===== src/hdl/clpm_pkg.sv =====
// Shared types and constants for the clip list position mapper.
// No dependencies; imported by every module of the block.
package clpm_pkg;

    localparam int MAX_CLIPS_DEFAULT = 16;
    localparam int POS_W             = 31;
    localparam int EDIT_W            = 35;
    localparam int TOTAL_W           = 36;
    localparam int CIDX_W            = 5;
    localparam int FUNC_W            = 2;
    localparam int ENTRY_W           = 4;

    localparam logic [TOTAL_W-1:0] TOTAL_MAX = {TOTAL_W{1'b1}};

    typedef enum logic [FUNC_W-1:0] {
        FUNC_WRITE = 2'd0,
        FUNC_MAP   = 2'd1,
        FUNC_TOTAL = 2'd2
    } func_t;

    typedef enum logic [1:0] {
        ST_IDLE,
        ST_WALK,
        ST_HOLD
    } state_t;

    typedef struct packed {
        logic [POS_W-1:0] clip_start;
        logic [POS_W-1:0] clip_end;
    } clip_entry_t;

    typedef struct packed {
        logic               found;
        logic [POS_W-1:0]   file_position;
        logic [CIDX_W-1:0]  clip_index;
        logic [TOTAL_W-1:0] total_length;
    } result_t;

endpackage


===== src/hdl/clpm_table.sv =====
// Clip table: synchronous memory of clip entries with a registered read port.
// Per-entry valid bits clear the table at reset. Depends on clpm_pkg.
module clpm_table
    import clpm_pkg::*;
#(
    parameter int MAX_CLIPS = MAX_CLIPS_DEFAULT,
    parameter int IDX_W     = (MAX_CLIPS > 1) ? $clog2(MAX_CLIPS) : 1
)
(
    input  logic              clk,
    input  logic              rst_n,
    input  logic              wr_en,
    input  logic [IDX_W-1:0]  wr_addr,
    input  clip_entry_t       wr_data,
    input  logic              rd_en,
    input  logic [IDX_W-1:0]  rd_addr,
    output clip_entry_t       rd_data
);

    clip_entry_t              mem [MAX_CLIPS];
    logic [MAX_CLIPS-1:0]     valid_reg;
    logic                     rd_valid_reg;
    clip_entry_t              rd_data_reg;

    always_ff @(posedge clk)
    begin
        if (wr_en)
        begin
            mem[wr_addr] <= wr_data;
        end
        if (rd_en)
        begin
            rd_data_reg <= mem[rd_addr];
        end
    end

    always_ff @(posedge clk or negedge rst_n)
    begin
        if (!rst_n)
        begin
            valid_reg    <= '0;
            rd_valid_reg <= 1'b0;
        end
        else
        begin
            if (wr_en)
            begin
                valid_reg[wr_addr] <= 1'b1;
            end
            if (rd_en)
            begin
                rd_valid_reg <= valid_reg[rd_addr];
            end
        end
    end

    assign rd_data = rd_valid_reg ? rd_data_reg : '0;

endmodule


===== src/hdl/clpm_walker.sv =====
// Command decoder and list walker: writes entries, walks the table one entry a cycle.
// Depends on clpm_pkg; drives the clpm_table ports.
module clpm_walker
    import clpm_pkg::*;
#(
    parameter int MAX_CLIPS = MAX_CLIPS_DEFAULT,
    parameter int IDX_W     = (MAX_CLIPS > 1) ? $clog2(MAX_CLIPS) : 1
)
(
    input  logic                clk,
    input  logic                rst_n,
    input  logic                in_valid,
    output logic                in_ready,
    input  logic [FUNC_W-1:0]   func,
    input  logic [ENTRY_W-1:0]  entry_index,
    input  logic [POS_W-1:0]    clip_start,
    input  logic [POS_W-1:0]    clip_end,
    input  logic [EDIT_W-1:0]   edit_position,
    output logic                wr_en,
    output logic [IDX_W-1:0]    wr_addr,
    output clip_entry_t         wr_data,
    output logic                rd_en,
    output logic [IDX_W-1:0]    rd_addr,
    input  clip_entry_t         rd_data,
    output logic                res_valid,
    input  logic                res_ready,
    output result_t             res
);

    localparam int CNT_W  = $clog2(MAX_CLIPS + 1);
    localparam int SUM_W  = 32 + $clog2(MAX_CLIPS);
    localparam int ACC_W  = (SUM_W > TOTAL_W) ? SUM_W : TOTAL_W;
    localparam logic [ACC_W-1:0] ACC_TOTAL_MAX = ACC_W'(TOTAL_MAX);

    state_t               state_reg, state_next;
    logic [CNT_W-1:0]     k_reg, k_next;
    logic [ACC_W-1:0]     pos_reg, pos_next;
    logic [EDIT_W-1:0]    ep_reg, ep_next;
    logic                 map_reg, map_next;
    result_t              res_reg, res_next;

    logic                 accept;
    logic                 start_walk;
    logic                 term;
    logic                 hit;
    logic                 last;
    logic                 finish;
    logic [POS_W:0]       len;
    logic [ACC_W-1:0]     sum;
    logic [ACC_W-1:0]     total_raw;
    logic [CNT_W-1:0]     k_inc;

    assign accept     = in_valid && in_ready;
    assign start_walk = accept && (func == FUNC_MAP || func == FUNC_TOTAL);

    assign term  = (rd_data.clip_end == '0);
    assign len   = {1'b0, rd_data.clip_end} - {1'b0, rd_data.clip_start} + (POS_W+1)'(1);
    assign sum   = pos_reg + ACC_W'(len);
    assign hit   = map_reg && !term && (ACC_W'(ep_reg) < sum);
    assign k_inc = k_reg + CNT_W'(1);
    assign last  = (k_inc == CNT_W'(MAX_CLIPS));
    assign finish = term || hit || last;
    assign total_raw = term ? pos_reg : sum;

    always_comb
    begin
        state_next = state_reg;
        unique case (state_reg)
            ST_IDLE:
            begin
                if (start_walk)
                begin
                    state_next = ST_WALK;
                end
            end
            ST_WALK:
            begin
                if (finish)
                begin
                    state_next = ST_HOLD;
                end
            end
            ST_HOLD:
            begin
                if (res_ready)
                begin
                    state_next = ST_IDLE;
                end
            end
            default:
            begin
                state_next = ST_IDLE;
            end
        endcase
    end

    always_comb
    begin
        in_ready  = 1'b0;
        rd_en     = 1'b0;
        rd_addr   = '0;
        res_valid = 1'b0;
        unique case (state_reg)
            ST_IDLE:
            begin
                in_ready = 1'b1;
                rd_en    = start_walk;
            end
            ST_WALK:
            begin
                rd_en   = !finish;
                rd_addr = IDX_W'(k_inc);
            end
            ST_HOLD:
            begin
                res_valid = res_ready;
            end
            default:
            begin
                in_ready = 1'b0;
            end
        endcase
    end

    always_comb
    begin
        wr_en   = 1'b0;
        wr_addr = IDX_W'(entry_index);
        wr_data = '{clip_start: clip_start, clip_end: clip_end};
        case (func) inside
            FUNC_WRITE:
            begin
                wr_en = accept && (32'(entry_index) < 32'(MAX_CLIPS)) && (clip_end >= clip_start);
            end
            default:
            begin
                wr_en = 1'b0;
            end
        endcase
    end

    always_comb
    begin
        k_next   = k_reg;
        pos_next = pos_reg;
        ep_next  = ep_reg;
        map_next = map_reg;
        res_next = res_reg;
        if (start_walk)
        begin
            k_next   = '0;
            pos_next = '0;
            ep_next  = edit_position;
            map_next = (func == FUNC_MAP);
        end
        else if (state_reg == ST_WALK)
        begin
            if (finish)
            begin
                res_next = '0;
                if (map_reg)
                begin
                    res_next.found      = hit;
                    res_next.clip_index = (term || hit) ? CIDX_W'(k_reg) : CIDX_W'(k_inc);
                    if (hit)
                    begin
                        res_next.file_position = rd_data.clip_start + ep_reg[POS_W-1:0]
                                                 - pos_reg[POS_W-1:0];
                    end
                end
                else
                begin
                    res_next.total_length = (total_raw > ACC_TOTAL_MAX) ? TOTAL_MAX
                                            : total_raw[TOTAL_W-1:0];
                end
            end
            else
            begin
                k_next   = k_inc;
                pos_next = sum;
            end
        end
    end

    always_ff @(posedge clk or negedge rst_n)
    begin
        if (!rst_n)
        begin
            state_reg <= ST_IDLE;
        end
        else
        begin
            state_reg <= state_next;
        end
    end

    always_ff @(posedge clk)
    begin
        k_reg   <= k_next;
        pos_reg <= pos_next;
        ep_reg  <= ep_next;
        map_reg <= map_next;
        res_reg <= res_next;
    end

    assign res = res_reg;

endmodule


===== src/hdl/clip_list_position_mapper.sv =====
// Top level of the clip list position mapper: walker, clip table and output register.
// Depends on clpm_pkg, clpm_table and clpm_walker.
//
// Usage:
//   Input channel in_valid/in_ready carries one item: func, entry_index,
//   clip_start, clip_end, edit_position. func 0 writes a clip entry (no
//   result), func 1 maps an edited position, func 2 returns the total length;
//   func 3 is dropped. Output channel out_valid/out_ready carries found,
//   file_position, clip_index and total_length.
//   A write needs no walk and leaves in_ready high. A query walks the table
//   from entry 0, one entry per cycle through the single read port of the
//   clip memory, and stops at the first entry whose end is zero, at a match,
//   or after MAX_CLIPS entries. in_ready rises again once the result moves
//   into the output register, so no new item is taken while a query is busy.
//   Reset clears the table at once through per-entry valid bits; no clearing
//   pass is needed.
//   While out_ready is low a result holds in the output register; a second
//   finished result holds in the walker and stalls further input.
module clip_list_position_mapper
    import clpm_pkg::*;
#(
    parameter int MAX_CLIPS = MAX_CLIPS_DEFAULT
)
(
    input  logic                clk,
    input  logic                rst_n,
    input  logic                in_valid,
    output logic                in_ready,
    input  logic [FUNC_W-1:0]   func,
    input  logic [ENTRY_W-1:0]  entry_index,
    input  logic [POS_W-1:0]    clip_start,
    input  logic [POS_W-1:0]    clip_end,
    input  logic [EDIT_W-1:0]   edit_position,
    output logic                out_valid,
    input  logic                out_ready,
    output logic                found,
    output logic [POS_W-1:0]    file_position,
    output logic [CIDX_W-1:0]   clip_index,
    output logic [TOTAL_W-1:0]  total_length
);

    localparam int IDX_W = (MAX_CLIPS > 1) ? $clog2(MAX_CLIPS) : 1;

    logic              wr_en;
    logic [IDX_W-1:0]  wr_addr;
    clip_entry_t       wr_data;
    logic              rd_en;
    logic [IDX_W-1:0]  rd_addr;
    clip_entry_t       rd_data;
    logic              res_valid;
    logic              res_ready;
    result_t           res;

    logic              out_valid_reg, out_valid_next;
    result_t           out_reg, out_next;

    clpm_table #(
        .MAX_CLIPS (MAX_CLIPS),
        .IDX_W     (IDX_W)
    ) u_table (
        .clk     (clk),
        .rst_n   (rst_n),
        .wr_en   (wr_en),
        .wr_addr (wr_addr),
        .wr_data (wr_data),
        .rd_en   (rd_en),
        .rd_addr (rd_addr),
        .rd_data (rd_data)
    );

    clpm_walker #(
        .MAX_CLIPS (MAX_CLIPS),
        .IDX_W     (IDX_W)
    ) u_walker (
        .clk           (clk),
        .rst_n         (rst_n),
        .in_valid      (in_valid),
        .in_ready      (in_ready),
        .func          (func),
        .entry_index   (entry_index),
        .clip_start    (clip_start),
        .clip_end      (clip_end),
        .edit_position (edit_position),
        .wr_en         (wr_en),
        .wr_addr       (wr_addr),
        .wr_data       (wr_data),
        .rd_en         (rd_en),
        .rd_addr       (rd_addr),
        .rd_data       (rd_data),
        .res_valid     (res_valid),
        .res_ready     (res_ready),
        .res           (res)
    );

    assign res_ready = !out_valid_reg || out_ready;

    always_comb
    begin
        out_valid_next = out_valid_reg;
        out_next       = out_reg;
        if (res_valid)
        begin
            out_valid_next = 1'b1;
            out_next       = res;
        end
        else if (out_ready)
        begin
            out_valid_next = 1'b0;
        end
    end

    always_ff @(posedge clk or negedge rst_n)
    begin
        if (!rst_n)
        begin
            out_valid_reg <= 1'b0;
        end
        else
        begin
            out_valid_reg <= out_valid_next;
        end
    end

    always_ff @(posedge clk)
    begin
        out_reg <= out_next;
    end

    assign out_valid     = out_valid_reg;
    assign found         = out_reg.found;
    assign file_position = out_reg.file_position;
    assign clip_index    = out_reg.clip_index;
    assign total_length  = out_reg.total_length;

    a_res_only_when_ready: assert property (@(posedge clk) disable iff (!rst_n)
        res_valid |-> res_ready)
        else $error("walker released a result into a full output register");

    a_no_result_after_accept: assert property (@(posedge clk) disable iff (!rst_n)
        (in_valid && in_ready) |=> !res_valid)
        else $error("result released right after an input item was accepted");

    a_no_accept_while_walking: assert property (@(posedge clk) disable iff (!rst_n)
        rd_en && !in_ready |-> !wr_en)
        else $error("table write during a walk");

    a_found_fields: assert property (@(posedge clk) disable iff (!rst_n)
        (out_valid && found) |-> (total_length == '0))
        else $error("map result carries a total length");

endmodule

===== config.mk =====
export PLATFORM = sky130hd
export DESIGN_NAME = clip_list_position_mapper
export DESIGN_NICKNAME = d
export VERILOG_FILES = /design/src/hdl/clpm_pkg.sv /design/src/hdl/clpm_table.sv /design/src/hdl/clpm_walker.sv /design/src/hdl/clip_list_position_mapper.sv
export SDC_FILE = /design/constraint.sdc
export NUM_CORES = 2
export LEC_CHECK = 0
export BUFFER_PORTS_ARGS = -buffer_cell sky130_fd_sc_hd__buf_4
export CORE_MARGIN = 5
export CORE_UTILIZATION = 30
export CTS_CLUSTER_SIZE = 16
export DETAILED_ROUTE_END_ITERATION = 16
export GPL_TIMING_DRIVEN = 0
export PLACE_DENSITY = 0.53
export SLEW_MARGIN = 20
export SYNTH_ARGS = -nofsm -noshare
export SYNTH_HDL_FRONTEND = slang
export SYNTH_HIERARCHICAL = 1
export SYNTH_SLANG_ARGS = --single-unit

===== constraint.sdc =====
create_clock -name clk -period 11.7 [get_ports clk]
set_input_delay 1.17 -clock clk [delete_from_list [all_inputs] [get_ports clk]]
set_output_delay 1.17 -clock clk [all_outputs]
set_load 0.005 [all_outputs]

=== Word level (Yosys, flattened, before mapping) ===
Memory sizes are Yosys's and may differ from the RTL's. A register that Yosys moved wholly into a read port is not among the register bits.
Cells that the tools add are included.

* Muxes and demuxes: 21
* $mul: 0
* Reduce and logical (&&, ||, !) cells: 21
* $lt $le $gt $ge: 6
* Shifts and indexed selects: 0
* Eq/ne operators: 8
* Add/sub/neg operators: 6
* Bitwise logic cells: 3
* Divide/modulo/power cells: 0

{| class="wikitable"
|+ Operator list
! cell !! count
|-
| two-way mux 36 bit || 2
|-
| two-way mux 62 bit || 1
|-
| adder 36 x 32 -> 36 bit || 1
|-
| > comparator 36 bit (second input constant) || 1
|-
| less-than comparator 35 x 36 -> 1 bit || 1
|-
| adder 32 x 1 -> 32 bit (second input constant) || 1
|-
| subtractor 31 x 31 -> 32 bit || 1
|-
| adder 31 bit || 1
|-
| greater-or-equal comparator 31 bit || 1
|-
| zero test 31 bit || 1
|-
| subtractor 31 bit || 1
|-
| bitwise OR 16 bit || 1
|-
| less-than comparator 4 x 5 -> 1 bit (second input constant) || 2
|-
| two-way mux 1 bit || 9
|-
| logical AND 1 bit || 6
|-
| two-way mux 2 bit || 3
|-
| inequality test 2 x 1 -> 1 bit (second input constant) || 3
|-
| one-hot mux 2 bit (3 select lines) || 1
|-
| AND reduction 3 bit || 2
|-
| adder 5 x 1 -> 5 bit (second input constant) || 1
|-
| == test 5 bit (second input constant) || 1
|-
| two-way mux 5 bit || 1
|-
| binary-select mux 1 bit (select 4 bit) || 1
|-
| demux 1 bit (select 4 bit) || 1
|-
| other kinds (11) || 21
|}

* Bits in read-only memories: 0
* Word-level logic and storage cells: 82
* Memory bits (writable): 992
* Input port bits: 107
* Latch bits: 0
* Flip-flop bits (word level): 243
* Memories kept: 1

{| class="wikitable"
|+ Memory list
! memory !! words !! width !! read ports !! clocked after memory_dff !! write ports !! line !! RTL
|-
| u_table.mem || 16 || 62 || 1 || 1 || 1 || clpm_table.sv:20 || <nowiki>clip_entry_t mem [MAX_CLIPS];</nowiki>
|}

=== Longest topological paths before layout ===
* Depth after elaboration: 10
* Depth in mapped cells: 41
* Gate-level depth less buffers: 38

=== By module ===
Netlist, hierarchy kept.

{| class="wikitable"
|+ Modules (own cells, without submodules)
! module !! instances !! area an instance (µm²) !! cells an instance
|-
| clpm_table || 1 || 40244.8 || 1566
|-
| clpm_walker || 1 || 13930.9 || 1554
|-
| clip_list_position_mapper || 1 || 2239.6 || 76
|}

=== Worst setup path after synthesis ===
Ideal clock, no wire load.

* Path type: register -> register
* From: register u_table.rd_valid_reg
* To: register u_walker.res_reg, in the netlist u_walker/res[0] (enable)
* Library setup time: 504 ps
* Period minus slack after synthesis: 10032 ps
* Required time: 11196 ps
* Buffers on the path: 2
* Data arrival time: 9528 ps
* Path slack: 1668 ps
* Stages on the path, launching flop included: 38
* Cell sequence: dfrtp_1 clkbuf_1 and2_1 inv_1 ha_1 inv_1 ha_1 inv_1 fa_1 nor2b_1 o21ai_0 a21boi_0 o21bai_1 a31oi_1 o41a_1 a21oi_1 o21ai_0 xor2_1 [... 2 more ...] nor2_1 and2_1 a22oi_2 o21ai_0 nand3_1 nand2_1 xnor2_1 ha_1 a211oi_1 nor2_1 nor4_1 a21oi_1 a21oi_1 o311ai_0 o211ai_2 buf_2 nor2_1 nor2_1

{| class="wikitable"
|+ RTL lines
! item !! line !! RTL
|-
| from (decl) || clpm_table.sv:22 || <nowiki>logic rd_valid_reg;</nowiki>
|-
| from (signal assigned) || clpm_table.sv:52 || <nowiki>rd_valid_reg <= valid_reg[rd_addr];</nowiki>
|-
| to (signal assigned) || clpm_walker.sv:203 || <nowiki>res_reg <= res_next;</nowiki>
|-
| to (decl) || clpm_walker.sv:40 || <nowiki>result_t res_reg, res_next;</nowiki>
|}

==> out/qor.txt <==
Die Height: 444 microns
final clock skew: 0.0466 ns
Worst-Skew Late Latency: 0.79 ns
MaxCap Viol Count: 0
vias in the first global route: 30600
Post-route DRC: 0
Setup Buffers After CTS: 0
Sink Count: 1297
area leader, netlist: edfxtp_1
largest cells by area after synthesis: edfxtp_1, mux4_2, ha_1
Mapped Cells: 3196
slack of the critical path: 1.75 ns
IO Pins: 182
syn_nets: 3528
nets: 3950
initial core utilization: 30.1%
sequential share of the synthesized area: 68.1%
Crit path top cell by count: ha_1
TritonRoute pass-1 iters: 6
Routed Antenna Nets: 0
routed len/inst: 25.0 microns
buffer depth of the longest clock path: 3
Hold WC Path Type: in2async
CP arrival: 10.39 ns
Fillers: 17600
CP peak stage delay: 0.60 ns
final period utilization: 85.0%
Via density: 4.82
DR vias: 30100
Netlist cell types: 79
Hold Fails Final Rpt: 0
grt ovf: 0
Worst-path clk slew: 0.06 ns
total track usage: 15.7%
GP Congestion: 0.818
element type at the critical path end: flip-flop
fin crit period: 9.95 ns
synth-to-layout area growth: 19.3%
CTS tree: yes
post-synthesis area per instance: 17.7 sq um
Post-synth EDFFs: 1236
num rows: 159
worst-path fanout max: 27
RSZ-0062 raised after global routing: false
dpl ws: 1.78 ns
kind of start point of the critical path: flip-flop
setup TNS: 0 ns
Worst Max-Slew Pin Slew: 1.23 ns
YS warnings: 6
post_cts resized: 0
most frequent cells after synthesis: edfxtp_1, mux4_2, inv_1
initial antenna violation count: 14
Setup-failing EPs final: 0
ys flop type: edfxtp_1
count of buffers from port buffering: 177
die footprint: 197000 sq um
die width: 444 microns
share of the synthesized area in the top cell type: 65.8%
Yosys reg bits: 1297
H-tree lvl count: 4
TritonCTS Buffers: 141
global-route wire length before repair: 223000 microns
Pins Over Slew Limit: 0
hold buffers post-CTS: 0
largest net degree at the start of global routing: 48
core box area: 187000 sq um
1st-iter DRT viols: 2735
DPL Wire Length: 115000 microns
CP Class: reg2reg
Req. time, crit path: 12.14 ns
FMAX: 101 MHz
Post-Syn Area: 56400 sq um
Routed WL: 156000 microns
fraction of layout cells with a size suffix above 1: 25.9%
fraction of registers with async set/reset: 1.54%
slowest CP cell: nor2_4
count leader, synth: edfxtp_1
outcome: finished clean
max reg flops: 992
CTS root buf: clkbuf_16
Relative slew margins: 18.3%
[worst max-delay path, delay by kind of cell, from the launching register on]
family	cells	cell delay, ns
XOR/XNOR	2	0.32
buffers and inverters	7	1.14
AND/OR/NAND/NOR	11	2.32
flip-flops	1	0.52
AO/OA/AOI/OAI	14	3.60
adder cells (fa/ha/maj)	5	1.64
[cells by family (layout without fill, tap and decap cells)]
| kind of cell | after synthesis | after routing | synth area share (%) |
|---|---|---|---|
| flip-flops | 1297 | 1297 | 68.1 |
| adder cells (fa/ha/maj) | 225 | 225 | 5.42 |
| buffers and inverters | 377 | 917 | 3.33 |
| other | 0 | 5 | 0 |
| AO/OA/AOI/OAI | 348 | 348 | 4.05 |
| XOR/XNOR | 84 | 84 | 1.30 |
| AND/OR/NAND/NOR | 511 | 511 | 4.51 |
| multiplexers | 354 | 354 | 13.3 |
[layout by cell type, fill, tap and decap left out, types with 82 or more instances in the layout]
cell	n
nand2_1	92
a21oi_1	120
clkbuf_16	142
buf_4	279
inv_1	198
ha_1	193
clkbuf_1	82
edfxtp_1	1236
nor2_1	142
mux4_2	314
[worst paths after layout]
kind / endpoint / startpoint / depth (start not counted) / slack (ns)
setup reg to reg: u_walker/res[3]$_SDFFCE_PP0P_ / u_table/rd_valid_reg$_DFFE_PN0P_ / 39 / 1.75
hold reg to reg: total_length[4]$_DFFE_PP_ / u_walker/res[4]$_SDFFCE_PP0P_ / 0 / 0.41
setup / recovery: u_walker/res[3]$_SDFFCE_PP0P_ / u_table/rd_valid_reg$_DFFE_PN0P_ / 39 / 1.75
min in group clk: total_length[4]$_DFFE_PP_ / u_walker/res[4]$_SDFFCE_PP0P_ / 0 / 0.41
max in group asynchronous: u_table/valid_reg[0]$_DFFE_PN0P_ / rst_n / 1 / 11.15
hold / removal: out_valid$_DFFE_PN0P_ / rst_n / 1 / 0.28
[per-stage QoR]
stage	area, sq um	cells	util [%]	hold WS (ns)
final	67300	6236	35.9	0.278
after global routing	67300	6232	35.9	0.258
after CTS	67300	6231	35.9	0.231
after detailed placement	62700	5970	33.5	0.405
after global placement	60900	5868	32.5	0.405
after floorplan	56400	3196	-	0.400
[per-layer routing]
layer	vias to the layer above	GRT usage, %	share of wire, %
met5	-	0	0.044
met4	10	4.95	3.0
met3	192	3.05	5.6
met2	843	25.6	48
met1	15700	21.2	44
li1	13400	-	-
[final cells by class]
type	count	area (sq um)	area share (%)
sequential	1297	38400	57.1
multi-input combinational	1522	16200	24.1
clock buffer	175	3690	5.48
tap	2495	3120	4.64
timing repair buffer	279	3040	4.52
buffer	177	1130	1.68
clock inverter	86	895	1.33
inverter	200	753	1.12
antenna	5	12.5	0.0186
Power is not shown: default switching activity piles up to over one toggle a cycle in this logic, so the estimate is an artifact.
